## src/rtl/slcp_pkg.sv

```systemverilog
// Package of types, constants and opcodes shared by the sound-log command parser.
`timescale 1ns / 1ps

package slcp_pkg;

    localparam int BYTE_W        = 8;
    localparam int WAIT_W        = 16;
    localparam int TOTAL_W       = 32;
    localparam int KIND_W        = 2;
    localparam int QUEUE_DEPTH_D = 2;

    // Opcode decoding.
    localparam logic [BYTE_W-1:0] OP_SHORT_MASK  = 8'hF0;
    localparam logic [BYTE_W-1:0] OP_SHORT_WAIT  = 8'h70;
    localparam logic [BYTE_W-1:0] OP_NIBBLE_MASK = 8'h0F;
    localparam logic [BYTE_W-1:0] OP_WAIT_N      = 8'h61;
    localparam logic [BYTE_W-1:0] OP_WAIT_NTSC   = 8'h62;
    localparam logic [BYTE_W-1:0] OP_WAIT_PAL    = 8'h63;
    localparam logic [BYTE_W-1:0] OP_END         = 8'h66;
    localparam logic [BYTE_W-1:0] OP_REG_WRITE   = 8'hA0;

    localparam logic [WAIT_W-1:0] WAIT_NTSC_SAMPLES = 16'd735;
    localparam logic [WAIT_W-1:0] WAIT_PAL_SAMPLES  = 16'd882;

    typedef enum logic [KIND_W-1:0] {
        KIND_WAIT      = 2'd0,
        KIND_REG_WRITE = 2'd1,
        KIND_END       = 2'd2,
        KIND_BAD_OP    = 2'd3
    } t_kind;

    typedef enum logic [2:0] {
        PH_OPCODE = 3'd0,
        PH_CNT_LO = 3'd1,
        PH_CNT_HI = 3'd2,
        PH_ADDR   = 3'd3,
        PH_VALUE  = 3'd4
    } t_phase;

    // A decoded command as it travels from the front end to the back end.
    typedef struct packed {
        t_kind               kind;
        logic [WAIT_W-1:0]   wait_samples;
        logic [BYTE_W-1:0]   reg_addr;
        logic [BYTE_W-1:0]   reg_value;
        logic [BYTE_W-1:0]   bad_opcode;
    } t_cmd;

    // Status of the front end.
    typedef struct packed {
        logic   stopped;
        t_phase phase;
    } t_front_stat;

endpackage

```

## src/rtl/slcp_in_if.sv

```systemverilog
// Valid/ready channel that carries one byte of the command stream.
`timescale 1ns / 1ps

interface slcp_in_if;
    logic                          valid;
    logic                          ready;
    logic [slcp_pkg::BYTE_W-1:0]   data_byte;

    modport source (output valid, output data_byte, input ready);
    modport sink   (input valid, input data_byte, output ready);
endinterface

```

## src/rtl/slcp_out_if.sv

```systemverilog
// Valid/ready channel that carries one decoded event of the parser.
`timescale 1ns / 1ps

interface slcp_out_if;
    logic                          valid;
    logic                          ready;
    logic [slcp_pkg::KIND_W-1:0]   event_kind;
    logic [slcp_pkg::WAIT_W-1:0]   wait_samples;
    logic [slcp_pkg::BYTE_W-1:0]   reg_addr;
    logic [slcp_pkg::BYTE_W-1:0]   reg_value;
    logic [slcp_pkg::TOTAL_W-1:0]  delay_total;
    logic [slcp_pkg::BYTE_W-1:0]   bad_opcode;

    modport source (output valid, output event_kind, output wait_samples, output reg_addr,
                    output reg_value, output delay_total, output bad_opcode, input ready);
    modport sink   (input valid, input event_kind, input wait_samples, input reg_addr,
                    input reg_value, input delay_total, input bad_opcode, output ready);
endinterface

```

## src/rtl/slcp_front.sv

```systemverilog
// Front end: takes bytes, tracks the parse phase and pushes decoded commands.
`timescale 1ns / 1ps

module slcp_front (
    input  logic                  i_clk,
    input  logic                  i_rst_n,
    slcp_in_if.sink               i_byte,
    input  logic                  i_q_full,
    output logic                  o_push,
    output slcp_pkg::t_cmd        o_cmd,
    output slcp_pkg::t_front_stat o_stat
);

    slcp_pkg::t_phase                r_phase, n_phase;
    logic [slcp_pkg::BYTE_W-1:0]     r_held, n_held;
    logic                            r_stopped, n_stopped;
    logic [slcp_pkg::BYTE_W-1:0]     b;
    logic                            accept;

    // Once stopped, bytes are swallowed without needing queue space.
    assign i_byte.ready = r_stopped || !i_q_full;
    assign accept       = i_byte.valid && i_byte.ready;
    assign b            = i_byte.data_byte;
    assign o_stat       = '{stopped: r_stopped, phase: r_phase};

    always_ff @(posedge i_clk) begin
        if (!i_rst_n) begin
            r_phase   <= slcp_pkg::PH_OPCODE;
            r_held    <= '0;
            r_stopped <= 1'b0;
        end else begin
            r_phase   <= n_phase;
            r_held    <= n_held;
            r_stopped <= n_stopped;
        end
    end

    always_comb begin
        n_phase   = r_phase;
        n_held    = r_held;
        n_stopped = r_stopped;
        o_push    = 1'b0;
        o_cmd     = '0;
        if (accept && !r_stopped) begin
            unique case (r_phase)
                slcp_pkg::PH_CNT_LO: begin
                    n_held  = b;
                    n_phase = slcp_pkg::PH_CNT_HI;
                end
                slcp_pkg::PH_CNT_HI: begin
                    n_phase            = slcp_pkg::PH_OPCODE;
                    o_push             = 1'b1;
                    o_cmd.kind         = slcp_pkg::KIND_WAIT;
                    o_cmd.wait_samples = {b, r_held};
                end
                slcp_pkg::PH_ADDR: begin
                    n_held  = b;
                    n_phase = slcp_pkg::PH_VALUE;
                end
                slcp_pkg::PH_VALUE: begin
                    n_phase         = slcp_pkg::PH_OPCODE;
                    o_push          = 1'b1;
                    o_cmd.kind      = slcp_pkg::KIND_REG_WRITE;
                    o_cmd.reg_addr  = r_held;
                    o_cmd.reg_value = b;
                end
                default: begin
                    n_phase = slcp_pkg::PH_OPCODE;
                    priority if ((b & slcp_pkg::OP_SHORT_MASK) == slcp_pkg::OP_SHORT_WAIT) begin
                        o_push             = 1'b1;
                        o_cmd.kind         = slcp_pkg::KIND_WAIT;
                        o_cmd.wait_samples = slcp_pkg::WAIT_W'(b & slcp_pkg::OP_NIBBLE_MASK)
                                             + slcp_pkg::WAIT_W'(1);
                    end else begin
                        unique case (b)
                            slcp_pkg::OP_WAIT_N: begin
                                n_phase = slcp_pkg::PH_CNT_LO;
                            end
                            slcp_pkg::OP_WAIT_NTSC: begin
                                o_push             = 1'b1;
                                o_cmd.kind         = slcp_pkg::KIND_WAIT;
                                o_cmd.wait_samples = slcp_pkg::WAIT_NTSC_SAMPLES;
                            end
                            slcp_pkg::OP_WAIT_PAL: begin
                                o_push             = 1'b1;
                                o_cmd.kind         = slcp_pkg::KIND_WAIT;
                                o_cmd.wait_samples = slcp_pkg::WAIT_PAL_SAMPLES;
                            end
                            slcp_pkg::OP_END: begin
                                n_stopped  = 1'b1;
                                o_push     = 1'b1;
                                o_cmd.kind = slcp_pkg::KIND_END;
                            end
                            slcp_pkg::OP_REG_WRITE: begin
                                n_phase = slcp_pkg::PH_ADDR;
                            end
                            default: begin
                                n_stopped        = 1'b1;
                                o_push           = 1'b1;
                                o_cmd.kind       = slcp_pkg::KIND_BAD_OP;
                                o_cmd.bad_opcode = b;
                            end
                        endcase
                    end
                end
            endcase
        end
    end

endmodule

```

## src/rtl/slcp_queue.sv

```systemverilog
// Short first-in first-out queue of decoded commands between front and back end.
`timescale 1ns / 1ps

module slcp_queue #(
    parameter int DEPTH = slcp_pkg::QUEUE_DEPTH_D
) (
    input  logic            i_clk,
    input  logic            i_rst_n,
    input  logic            i_push,
    input  slcp_pkg::t_cmd  i_cmd,
    input  logic            i_pop,
    output slcp_pkg::t_cmd  o_cmd,
    output logic            o_full,
    output logic            o_empty
);

    localparam int PTR_W = (DEPTH > 1) ? $clog2(DEPTH) : 1;
    localparam int CNT_W = $clog2(DEPTH + 1);

    slcp_pkg::t_cmd     r_mem [DEPTH];
    logic [PTR_W-1:0]   r_wr_ptr, n_wr_ptr;
    logic [PTR_W-1:0]   r_rd_ptr, n_rd_ptr;
    logic [CNT_W-1:0]   r_count, n_count;

    assign o_full  = (r_count == CNT_W'(DEPTH));
    assign o_empty = (r_count == '0);
    assign o_cmd   = r_mem[r_rd_ptr];

    always_comb begin
        n_wr_ptr = r_wr_ptr;
        n_rd_ptr = r_rd_ptr;
        n_count  = r_count;
        if (i_push) begin
            n_wr_ptr = (r_wr_ptr == PTR_W'(DEPTH - 1)) ? '0 : r_wr_ptr + PTR_W'(1);
        end
        if (i_pop) begin
            n_rd_ptr = (r_rd_ptr == PTR_W'(DEPTH - 1)) ? '0 : r_rd_ptr + PTR_W'(1);
        end
        if (i_push && !i_pop) begin
            n_count = r_count + CNT_W'(1);
        end else if (i_pop && !i_push) begin
            n_count = r_count - CNT_W'(1);
        end
    end

    always_ff @(posedge i_clk) begin
        if (!i_rst_n) begin
            r_wr_ptr <= '0;
            r_rd_ptr <= '0;
            r_count  <= '0;
        end else begin
            r_wr_ptr <= n_wr_ptr;
            r_rd_ptr <= n_rd_ptr;
            r_count  <= n_count;
        end
    end

    always_ff @(posedge i_clk) begin
        if (i_push) begin
            r_mem[r_wr_ptr] <= i_cmd;
        end
    end

endmodule

```

## src/rtl/slcp_back.sv

```systemverilog
// Back end: accumulates the saturating delay total and holds the output event register.
`timescale 1ns / 1ps

module slcp_back (
    input  logic            i_clk,
    input  logic            i_rst_n,
    input  slcp_pkg::t_cmd  i_cmd,
    input  logic            i_empty,
    output logic            o_pop,
    slcp_out_if.source      o_event
);

    logic                              r_valid, n_valid;
    logic [slcp_pkg::TOTAL_W-1:0]      r_sum, n_sum;
    slcp_pkg::t_cmd                    r_cmd;
    logic [slcp_pkg::TOTAL_W:0]        sum_wide;

    assign o_pop    = !i_empty && (!r_valid || o_event.ready);
    assign sum_wide = {1'b0, r_sum} + (slcp_pkg::TOTAL_W + 1)'(i_cmd.wait_samples);

    always_comb begin
        n_valid = r_valid;
        n_sum   = r_sum;
        if (o_pop) begin
            n_valid = 1'b1;
            n_sum   = sum_wide[slcp_pkg::TOTAL_W] ? '1 : sum_wide[slcp_pkg::TOTAL_W-1:0];
        end else if (o_event.ready) begin
            n_valid = 1'b0;
        end
    end

    always_ff @(posedge i_clk) begin
        if (!i_rst_n) begin
            r_valid <= 1'b0;
            r_sum   <= '0;
        end else begin
            r_valid <= n_valid;
            r_sum   <= n_sum;
        end
    end

    always_ff @(posedge i_clk) begin
        if (o_pop) begin
            r_cmd <= i_cmd;
        end
    end

    assign o_event.valid        = r_valid;
    assign o_event.event_kind   = r_cmd.kind;
    assign o_event.wait_samples = r_cmd.wait_samples;
    assign o_event.reg_addr     = r_cmd.reg_addr;
    assign o_event.reg_value    = r_cmd.reg_value;
    assign o_event.delay_total  = r_sum;
    assign o_event.bad_opcode   = r_cmd.bad_opcode;

endmodule

```

## src/rtl/sound_log_command_parser.sv

```systemverilog
// Top level of the sound-log command parser: front end, command queue and back end.
// Throughput: one byte per cycle, sustained, as long as the event sink keeps taking items.
// A byte that completes a command is written into the queue at the edge that accepts it
// and moves into the back end's output register, which offers its event, as soon as that
// register is empty or its event is being taken by the sink.
// Reset (synchronous, active low) returns the parser to expecting an opcode, clears the
// delay total and the stopped flag, and empties the queue and the output register.
`timescale 1ns / 1ps

module sound_log_command_parser #(
    parameter int QUEUE_DEPTH = slcp_pkg::QUEUE_DEPTH_D
) (
    input  logic         i_clk,
    input  logic         i_rst_n,
    slcp_in_if.sink      i_byte,
    slcp_out_if.source   o_event
);

    // The front end decodes each byte against the current parse phase. Bytes that only
    // carry part of a command (a count byte or a register address) are held there; a
    // byte that completes a command pushes one decoded entry into the queue. After the
    // end-of-stream opcode or an unknown opcode the front end stops and swallows every
    // further byte, so the input never stalls from then on.
    logic                   push;
    logic                   pop;
    logic                   q_full;
    logic                   q_empty;
    slcp_pkg::t_cmd         front_cmd;
    slcp_pkg::t_cmd         queue_cmd;
    slcp_pkg::t_front_stat  front_stat;

    slcp_front u_front (
        .i_clk    (i_clk),
        .i_rst_n  (i_rst_n),
        .i_byte   (i_byte),
        .i_q_full (q_full),
        .o_push   (push),
        .o_cmd    (front_cmd),
        .o_stat   (front_stat)
    );

    // The queue decouples the two halves, so the front end keeps taking bytes while an
    // event waits at the output for the sink.
    slcp_queue #(
        .DEPTH (QUEUE_DEPTH)
    ) u_queue (
        .i_clk   (i_clk),
        .i_rst_n (i_rst_n),
        .i_push  (push),
        .i_cmd   (front_cmd),
        .i_pop   (pop),
        .o_cmd   (queue_cmd),
        .o_full  (q_full),
        .o_empty (q_empty)
    );

    // The back end adds each wait into a saturating 32-bit total and presents every
    // event with the total as it stands after that event.
    slcp_back u_back (
        .i_clk   (i_clk),
        .i_rst_n (i_rst_n),
        .i_cmd   (queue_cmd),
        .i_empty (q_empty),
        .o_pop   (pop),
        .o_event (o_event)
    );

    // The queue is never written when full nor read when empty.
    a_no_overflow: assert property (@(posedge i_clk) disable iff (!i_rst_n)
        push |-> !q_full)
        else $error("command pushed into a full queue");

    a_no_underflow: assert property (@(posedge i_clk) disable iff (!i_rst_n)
        pop |-> !q_empty)
        else $error("command popped from an empty queue");

    // A stopped parser produces no further commands.
    a_silent_after_stop: assert property (@(posedge i_clk) disable iff (!i_rst_n)
        front_stat.stopped |-> !push)
        else $error("command produced after the stream stopped");

    // The delay total never falls while the block runs.
    a_total_monotonic: assert property (@(posedge i_clk) disable iff (!i_rst_n)
        (o_event.valid && $past(o_event.valid) && $past(i_rst_n))
            |-> o_event.delay_total >= $past(o_event.delay_total))
        else $error("delay total decreased");

endmodule
```

## src/flat_wrapper.sv

```systemverilog
// flat-port wrapper written by rule: the top's interface ports become plain ports
module sound_log_command_parser_flat 
#(
    parameter int QUEUE_DEPTH = slcp_pkg::QUEUE_DEPTH_D
)
  (i_clk, i_rst_n, i_byte_valid, i_byte_data_byte, i_byte_ready, o_event_valid, o_event_event_kind, o_event_wait_samples, o_event_reg_addr, o_event_reg_value, o_event_delay_total, o_event_bad_opcode, o_event_ready);
  slcp_in_if i_byte_i ();
  slcp_out_if o_event_i ();
  input  logic i_clk;
  input  logic i_rst_n;
  input wire logic [$bits(i_byte_i.valid)-1:0] i_byte_valid;
  input wire logic [$bits(i_byte_i.data_byte)-1:0] i_byte_data_byte;
  output wire logic [$bits(i_byte_i.ready)-1:0] i_byte_ready;
  output wire logic [$bits(o_event_i.valid)-1:0] o_event_valid;
  output wire logic [$bits(o_event_i.event_kind)-1:0] o_event_event_kind;
  output wire logic [$bits(o_event_i.wait_samples)-1:0] o_event_wait_samples;
  output wire logic [$bits(o_event_i.reg_addr)-1:0] o_event_reg_addr;
  output wire logic [$bits(o_event_i.reg_value)-1:0] o_event_reg_value;
  output wire logic [$bits(o_event_i.delay_total)-1:0] o_event_delay_total;
  output wire logic [$bits(o_event_i.bad_opcode)-1:0] o_event_bad_opcode;
  input wire logic [$bits(o_event_i.ready)-1:0] o_event_ready;
  assign i_byte_i.valid = i_byte_valid;
  assign i_byte_i.data_byte = i_byte_data_byte;
  assign i_byte_ready = i_byte_i.ready;
  assign o_event_valid = o_event_i.valid;
  assign o_event_event_kind = o_event_i.event_kind;
  assign o_event_wait_samples = o_event_i.wait_samples;
  assign o_event_reg_addr = o_event_i.reg_addr;
  assign o_event_reg_value = o_event_i.reg_value;
  assign o_event_delay_total = o_event_i.delay_total;
  assign o_event_bad_opcode = o_event_i.bad_opcode;
  assign o_event_i.ready = o_event_ready;
  sound_log_command_parser #(.QUEUE_DEPTH(QUEUE_DEPTH)) u_core (.i_clk(i_clk), .i_rst_n(i_rst_n), .i_byte(i_byte_i), .o_event(o_event_i));
endmodule
```

## config.mk

```make
export PLATFORM = sky130hd
export DESIGN_NAME = sound_log_command_parser_flat
export DESIGN_NICKNAME = d
export VERILOG_FILES = /design/src/rtl/slcp_pkg.sv /design/src/rtl/slcp_in_if.sv /design/src/rtl/slcp_out_if.sv /design/src/rtl/slcp_front.sv /design/src/rtl/slcp_queue.sv /design/src/rtl/slcp_back.sv /design/src/rtl/sound_log_command_parser.sv /design/src/flat_wrapper.sv
export SDC_FILE = /design/constraint.sdc
export NUM_CORES = 1
export LEC_CHECK = 0
export BUFFER_PORTS_ARGS = -buffer_cell sky130_fd_sc_hd__buf_4
export CAP_MARGIN = 15
export CELL_PAD_IN_SITES_DETAIL_PLACEMENT = 1
export CELL_PAD_IN_SITES_GLOBAL_PLACEMENT = 1
export CORE_MARGIN = 2
export CORE_UTILIZATION = 51
export CTS_CLUSTER_SIZE = 8
export DETAILED_ROUTE_END_ITERATION = 6
export PLACE_DENSITY = 0.88
export SYNTH_ARGS = -nofsm -noshare
export SYNTH_HDL_FRONTEND = slang
export SYNTH_SLANG_ARGS = --single-unit
```

## constraint.sdc

```tcl
create_clock -name i_clk -period 9.43 [get_ports i_clk]
set_input_delay 0.943 -clock i_clk [delete_from_list [all_inputs] [get_ports i_clk]]
set_output_delay 0.943 -clock i_clk [all_outputs]
set_load 0.02 [all_outputs]
```

* Yosys cells after proc, flatten, opt, wreduce, memory -nomap -nowiden
Memories as Yosys holds them, arrays and structs flattened. A register that Yosys moved wholly into a read port is not among the register bits.
Index checks and enable logic that the tools add are counted.
** Storage, ports and cells
- Register bits after elaboration :: 91
- Bits of input ports :: 12
- Memories kept :: 1
- Word-level logic and storage cells :: 88
- Memory bits (writable) :: 84
** Operators by class
- Bitwise gates (word level) :: 3
- Muxes and demuxes :: 28
- Reductions and logical operators :: 26
- Add/sub/neg operators :: 6
- Eq/ne operators :: 11
** Memories
- u_core.u_queue.r_mem :: depth 2, bits a word 42, read ports 1, clocked after Yosys merged registers in 1, write ports 1, RTL line slcp_queue.sv:20 : slcp_pkg::t_cmd r_mem [DEPTH];
** Operators by type and width (count)
- $mux W42 :: 1
- $add A32 B16 Y33 :: 1
- $eq A8 B7 Y1 const B :: 4
- $mux W32 :: 1
- $pmux W16 S2 :: 1
- $mux W8 :: 3
- $pmux W10 S2 :: 1
- $mux W18 :: 1
- $mux W16 :: 1
- $pmux W2 S2 :: 3
- $mux W1 :: 11
- $pmux W3 S3 :: 1
- $eq A8 B8 Y1 const B :: 1
- $reduce_or A4 Y1 :: 2
- $eq A3 B2 Y1 const B :: 2
- $logic_not A1 Y1 :: 6
- $mux W2 :: 3
- $reduce_or A2 Y1 :: 3
- $reduce_or A3 Y1 :: 2
- $add A4 B1 Y5 const B :: 1
- $logic_and A1 B1 Y1 :: 5
- $reduce_or A5 Y1 :: 1
- $eq A4 B3 Y1 const B :: 1
- $reduce_and A4 Y1 :: 1
- other kinds (12) :: 17

* Depth between registers and ports, before layout
Gate-level depths: netlist of run 1.
- Word-level depth :: 10
- Mapped depth :: 12
- Mapped depth without buffers :: 11

* Hierarchy
A second synthesis of run 1 with hierarchy kept.
** Second synthesis, totals
- Cell total of the unflattened synthesis :: 636
- Area total of the unflattened synthesis :: 8089.0 sq um
** By module, submodules not included
- slcp_back :: area each 3689.8 sq um, sequential area each 1921.8 sq um, times used 1, cells an instance 315
- slcp_queue :: area each 3241.9 sq um, sequential area each 2622.5 sq um, times used 1, cells an instance 153
- slcp_front :: area each 1157.4 sq um, sequential area each 240.2 sq um, times used 1, cells an instance 168

* Worst setup path after synthesis of run 1
Ideal clock, no wire load.
- Path type :: in2reg
- Start :: in i_byte_data_byte[2]
- End :: mem u_core.u_queue.r_mem[0][0] (netlist bit) (enable)
- Stages :: 7
- Path slack :: 5.472 ns
- Data arrival time :: 3.517 ns
- Setup time :: 0.441 ns
- Cell sequence :: buf_2 > or4b_1 > clkbuf_1 > a211oi_1 > o22ai_1 > nand2_2 > nor2_1
** On the way
- Longest elaborated chain between the ends :: 8
- Elaborated cells between the ends (all ways) :: 9
- Those cells by class :: eq/ne (2); mux (6); reduce/logical (1)
** Ends and longest elaborated chain
- start: declaration :: RTL line flat_wrapper.sv:12 : input wire logic [$bits(i_byte_i.data_byte)-1:0] i_byte_data_byte;
- $eq A8 B8 Y1 or $eq A8 B7 Y1 (tied branches) :: RTL line slcp_front.sv:75 : unique case (b)
- $reduce_or A2 Y1 (no source line) *
- $mux W1 * :: RTL line slcp_front.sv:75
- $mux W1 * :: RTL line slcp_front.sv:69 : priority if ((b & slcp_pkg::OP_SHORT_MASK) == slcp_pkg::OP_SHORT_WAIT) begin
- $pmux W1 S2 * :: RTL line slcp_front.sv:45 : unique case (r_phase)
- $mux W1 * :: RTL line slcp_front.sv:44 : if (accept && !r_stopped) begin
- $mux W1 * :: RTL line slcp_queue.sv:59 : if (i_push) begin
- $mux W1 (implied by the code) * :: RTL line slcp_queue.sv:60 : r_mem[r_wr_ptr] <= i_cmd;
- end: declaration :: RTL line slcp_queue.sv:20
Mark *: on every way between the ends. The rest lies on a longest branch, timed or not.

==> results of run 1 <==
[worst paths after layout]
kind,slack [ns],cells past startpoint,to
min reg2reg,0.53,1,u_core.u_front.r_phase[1]
max reg2reg,5.18,10,u_core.u_back.o_event.delay_total[26]
min,0.53,1,u_core.u_front.r_phase[1]
max,5.18,10,u_core.u_back.o_event.delay_total[26]
[where the power goes]
part	total (mW)	switching (mW)	internal (mW)
Sequential	1.15	0.0916	1.06
Clock	0.778	0.324	0.454
Combinational	1.03	0.647	0.385
Total	2.96	1.06	1.90
[through the flow]
step,utilization [%],hold WS (ns)
after detailed placement,57.3,0.521
after CTS,61.6,0.529
after global routing,61.8,0.568
after floorplan,-,0.470
final,61.8,0.530
after global placement,57.3,0.485
[registers in the layout (all words and copies together) (netlist names), named ones only]
register and count:
u_core.u_queue.r_mem 84, u_core.u_back.o_event.delay_total 32, u_core.u_back.o_event.wait_samples 16, u_core.u_back.o_event.bad_opcode 8, u_core.u_back.o_event.reg_addr 8, u_core.u_back.o_event.reg_value 8, u_core.u_front.r_held 8, u_core.u_front.r_phase 3
u_core.u_back.o_event.event_kind 2, u_core.u_queue.r_count 2, u_core.u_back.o_event.valid 1, u_core.u_front.r_stopped 1, u_core.u_queue.r_rd_ptr 1, u_core.u_queue.r_wr_ptr 1
[placed cells by master (no fill, tap or decap), types with 18 or more instances in the layout]
cell | Yosys | final
nor2_1 | 48 | 46
buf_4 | 1 | 90
mux2_2 | 42 | 42
and3_1 | 18 | 18
ha_1 | 21 | 21
dfxtp_1 | 50 | 50
nand2_1 | 41 | 41
edfxtp_1 | 126 | 126
a21oi_1 | 49 | 49
o21ai_0 | 20 | 20
[metal layers]
| layer | GRT usage, % | share of wire (%) |
|---|---|---|
| met1 | 33.9 | 41 |
| met2 | 47.7 | 52 |
| met3 | 4.42 | 3.8 |
| met4 | 11.1 | 3.0 |
| met5 | 0 | 0 |
[logic make-up (layout without fill, tap and decap cells)]
kind of cell	Yosys count	count (layout)	share of synthesized area, %
AO/OA/AOI/OAI	143	143	11.8
XOR/XNOR	24	24	2.62
adder cells (fa/ha/maj)	24	24	3.77
buffers and inverters	47	137	3.09
flip-flops	176	176	59.6
multiplexers	50	50	6.89
AND/OR/NAND/NOR	186	186	12.2
[layout make-up]
class | instances | area (um2) | area share (%)
repair buffers | 92 | 716 | 7.56
inverters | 13 | 48.8 | 0.515
multi-input cells | 427 | 3010 | 31.8
flip-flops and latches | 176 | 4780 | 50.5
clock buffers | 17 | 425 | 4.49
well taps | 211 | 264 | 2.79
clock inverters | 15 | 223 | 2.35
==> results.md, run 1 <==
* Run status: finished, final reports clean
* Final Skew at 0.00931 ns
* WL/cell at approximately 23 um
* Unrepaired setup endpoints after global routing: no
* CP Capture Type: flop
* Hold WC Path Type: reg -> reg
* Grt ovf at 0
* Synth unique cells at 76
* First-pass GRT wire length at 34.4 mm
* TritonRoute pass-1 iters at 5
* Slew Limit Fails at 0
* Fin crit share at 45.0%
* Core region area at around 15000 um2
* Final Power at 2.96 mW
* Crit-path cells: buf_4 > mux2_2 > ha_1 > fa_1 > a21o_2 > a221oi_1 > o21ai_0 > o2bb2ai_1 > a32o_1 > a31o_1
* Ys Warns at 0
* Rows at 45
* Post-synthesis cell area at 8030 um2
* Async SR Flop Fraction at 0%
* Type of the worst setup path: reg -> reg
* CTS Hold Bufs at 0
* Tmin final at 4.25 ns
* Die ar. at 16800 um2
* Pre-CTS WS at around 5.3 ns
* Syn nets at 684
* CTS Sinks at 176
* Sequential-to-total area share from yosys stat at 59.6%
* Num CTS Buffers at 17
* Detail Route Antenna Nets at 0
* IO Pins at 88
* Clock transition at path regs at 0.07 ns
* Vias in the first global route at slightly above 6k
* Slowest CP cell: dfxtp_1
* P_leak at between 3 and 4 nW
* Slew HR at between 20 and 30%
* Worst path bufs/invs at 1
* Final setup vio count at 0
* Filler cells at 1533
* Synth area leader: edfxtp_1
* Syn Inst Count at 650
* Crit path launch type: flop
* All-layer global routing usage at 27.3%
* Port Buffers at 87
* DR iter-0 viols at 471
* Non-filler cells, final at 951
* Worst Path Arrival at between 4 and 5 ns
* Placer Congestion at 0.877
* Placed cell count at 917
* Slew @ Worst Pin at about 1.1 ns
* Max cap viols at 0
* Htree depth at 4
* Leading post-synthesis cells by cell area: edfxtp_1 (47%), dfxtp_1 (12%), mux2_2 (5.9%)
* Top-area cell type share of the netlist area at 47.1%
* Crit path max-delay family: compound AO/OA/AOI/OAI gates
* Largest net degree at the start of global routing at 64
* Commonest cells post-synth: edfxtp_1 (126), dfxtp_1 (50), a21oi_1 (49)
* FF+latch count, synth at 176
* Pwr dens at 313 nW/um2
* Max FO, Critical Path at 23
* Count leader, synth: edfxtp_1
* Die X at 129 um
* Sum Neg Setup Slack at 0 ns
* Post-CTS Resized at 0
* Syn avg cell area at 12.3 um2
* VDD IR max at 0.157 mV
* Endpoints failing hold at 0
* Clock root buffer: clkbuf_16
* Fin area at 9470 um2
* Worst EP required at 9.76 ns
* Synthesis-to-finish area growth at 18.0%
* Vert. Die Dim at around 130 um
* Synth Flop Type: edfxtp_1
* Via count at roughly 5.8k
* Fmax at 0.235 GHz
* Initial antenna violation count at 0
* CTS tree: yes
* Final worst slack at about 5.2 ns
* Post-synth EDFFs at 126
* Final wirelength at 21.9 mm
* Clk Latency, worst-skew pair at 0.43 ns
* Setup bufs post-CTS at 0
* Vias per cell at 6.08
* Post-DP HPWL at around 15 mm
* Initial core utilization at 52.4%
* ANT cells at 0
* Hold Path Origin: u_core.u_front.r_phase[1]
* Share of post-route cells with drive strength above 1 at 25.8%
* Final net count at around 760
* Slowest cell delay on critical path at approximately 0.90 ns
* CTS max path bufs at 2
* Post-route DRC violation count at 0
* Cell area after placement at 8780 um2
No activity file was read; power rests on OpenSTA's default activity.
==> run 2, diff against run 1 <==
--- a/config.mk
+++ b/config.mk
@@ -10,10 +10,10 @@
 export CELL_PAD_IN_SITES_DETAIL_PLACEMENT = 1
 export CELL_PAD_IN_SITES_GLOBAL_PLACEMENT = 1
 export CORE_MARGIN = 2
-export CORE_UTILIZATION = 51
+export CORE_UTILIZATION = 43
 export CTS_CLUSTER_SIZE = 8
 export DETAILED_ROUTE_END_ITERATION = 6
-export PLACE_DENSITY = 0.88
+export PLACE_DENSITY = 0.79
 export SYNTH_ARGS = -nofsm -noshare
 export SYNTH_HDL_FRONTEND = slang
 export SYNTH_SLANG_ARGS = --single-unit
==> constraint.sdc (replaced) <==
create_clock -name i_clk -period 3.6 [get_ports i_clk]
set_input_delay 0.36 -clock i_clk [delete_from_list [all_inputs] [get_ports i_clk]]
set_output_delay 0.36 -clock i_clk [all_outputs]
set_load 0.02 [all_outputs]
==> run 2 against run 1 <==
  * Fmax is 30% higher
  * Flip-flop and latch count stayed put
  * Via count is 3.7% lower
  * Design area is 0.28% lower
  * Power grew to 2.5 times the previous value
  * Die area is 18% higher
  * Worst hold slack worse by 0.33 ns
  * Clock skew hardly changed
  * Register-to-register slack worse by 4.9 ns
  * Combinational power grew to 2.6 times the previous value
  * Routed wire length is 9.5% lower
  * Highest routed layer unchanged
==> results.md, run 2 (synthesis results as in run 1) <==
* Part of the power in the clock network at between 20% and 30%
* Vert. Die Dim at between 100 and 150 um
* Sw frac at 36.8%
* WL/cell at 20.4 um
* Post-DP HPWL at 14.1 mm
* Post-route DRC violation count at 0
* Num CTS Buffers at 17
* Largest net degree at the start of global routing at 42
* Post-CTS Resized at 0
* Endpoints failing hold at 0
* Hold_ws at 0.201 ns
* Placer Congestion at 0.894
* Slew @ Worst Pin at approximately 0.88 ns
* Pwr dens at 789 nW/um2
* Worst EP required at 3.94 ns
* Final setup vio count at 0
* Core region area at approximately 18000 um2
* Commonest non-fill, non-tap cell in the layout: edfxtp_1
* ANT cells at 0
* Final core utilization at 52.0%
* Final worst slack at 0.321 ns
* CTS Sinks at 176
* VDD IR max at ~0.43 mV
* Final net count at 762
* Clock root buffer: clkbuf_16
* Cell area after placement at 8870 um2
* Comb power frac at 35.8%
* Most frequent cells in the layout: edfxtp_1 (126), buf_4 (90), a21oi_1 (49), dfxtp_1 (49), nor2_1 (46)
* Fmax at 0.305 GHz
* Setup slack, reg-to-reg at 0.32 ns
* R2r worst-path depth at 9
* Type of the worst setup path: reg -> reg
* Initial antenna violation count at 0
* Grt ovf at 0
* DR iter-0 viols at 342
* Share of post-route cells with drive strength above 1 at 26.0%
* Unrepaired setup endpoints after global routing: no
* Vias per cell at 5.74
* IO Pins at 88
* Via count at 5563
* P_sw at ~2.7 mW
* Die ar. at 19800 um2
* Setup bufs post-CTS at 0
* CTS max path bufs at 2
* Final Power at 7.45 mW
* CP Capture Type: flop
* Rows at 49
* Vias in the first global route at 5632
* Reg-to-reg endpoint: u_core.u_back.o_event.delay_total[26]
* Fin area at 9440 um2
* Port Buffers at just under 90
* Run status: finished, final reports clean
* Max cap viols at 0
* Detail Route Antenna Nets at 0
* Htree depth at 4
* Slew HR at between 40% and 50%
* Reg with most FFs: u_core.u_queue.r_mem
* CP endpoint: u_core.u_back.o_event.delay_total[26]
* Initial core utilization at 44.2%
* Fin crit share at 91.1%
* CTS tree: yes
* All-layer global routing usage at 20.3%
* CTS Hold Bufs at 0
* TritonRoute pass-1 iters at 5
* Final wirelength at 19.8 mm
* Largest register FFs at 84
* Hold WC Path Type: in -> reg
* Non-filler cells, final at 970
* Worst Path Arrival at 3.62 ns
* Int Pwr at between 4 and 5 mW
* Die X at ~140 um
* Filler cells at 1875
* Max FO, Critical Path at between 40 and 50
* First-pass GRT wire length at ~31 mm
* Pre-CTS WS at 0.387 ns
* Crit path launch type: flop
* P_leak at 3.47 nW
* Seq pwr share at 40.2%
* Slew Limit Fails at 0
* Tmin final at 3.28 ns
* Clock transition at path regs at 0.07 ns
* Synthesis-to-finish area growth at 17.7%
* Sum Neg Setup Slack at 0 ns
* Placed cell count at 938
* Final Skew at ~0.0097 ns
* Clk Latency, worst-skew pair at about 0.44 ns
-- run 2: worst min path at each step --
stage / start / to / slack, ns / cells after the start
final: i_byte_data_byte[4] / u_core.u_front.r_held[4] / 0.20 / 3
after global routing: i_byte_data_byte[4] / u_core.u_front.r_held[4] / 0.21 / 3
after CTS: i_byte_data_byte[4] / u_core.u_front.r_held[4] / 0.18 / 3
after detailed placement: u_core.u_queue.r_rd_ptr / flop / 0.50 / 2
after global placement: u_core.u_front.r_phase[1] / u_core.u_front.r_phase[1] / 0.50 / 1
after floorplan: u_core.u_front.r_stopped / u_core.u_front.r_stopped / 0.47 / 2
-- run 2: cell type report --
| cell class | instances | area (um2) | area share, % |
|---|---|---|---|
| clock buffers | 18 | 429 | 4.54 |
| flip-flops and latches | 176 | 4790 | 50.7 |
| inverters | 13 | 48.8 | 0.517 |
| repair buffers | 93 | 736 | 7.79 |
| multi-input cells | 427 | 3010 | 31.9 |
| clock inverters | 14 | 144 | 1.52 |
| well taps | 229 | 287 | 3.03 |
-- run 2: critical path, cell delays in order, from the launching register on --
cell and delay, ns:
dfxtp_2 0.35, buf_12 0.24, mux2_2 0.41, fa_1 0.44
a21o_2 0.26, a221oi_1 0.50, o21ai_0 0.19, o2bb2ai_1 0.29
a32o_1 0.32, a31o_1 0.18
-- run 2: layer usage --
layer  part of all wire (%)  wire length, um  global-route usage (%)  vias to the layer above
li1                       -                -                       -                     2581
met1                     45             8880                    26.7                     2790
met2                     49             9660                    33.3                      163
met3                    4.4              868                    5.33                       29
met4                    2.0              403                    6.11                        0
met5                      0                0                       0                        -
-- run 2: power by group through the flow --
| stage | Sequential [mW] | Clock [mW] | Combinational (mW) |
|---|---|---|---|
| 6_report | 2.99 | 1.79 | 2.67 |
| 5_1_grt | 3.04 | 1.91 | 2.86 |
| 3_3_place_gp | 3.01 | 0 | 2.60 |
| 3_5_place_dp | 3.03 | 0 | 2.66 |
| 2_1_floorplan | 3.35 | 0 | 1.46 |
| 4_1_cts | 3.00 | 1.83 | 2.68 |
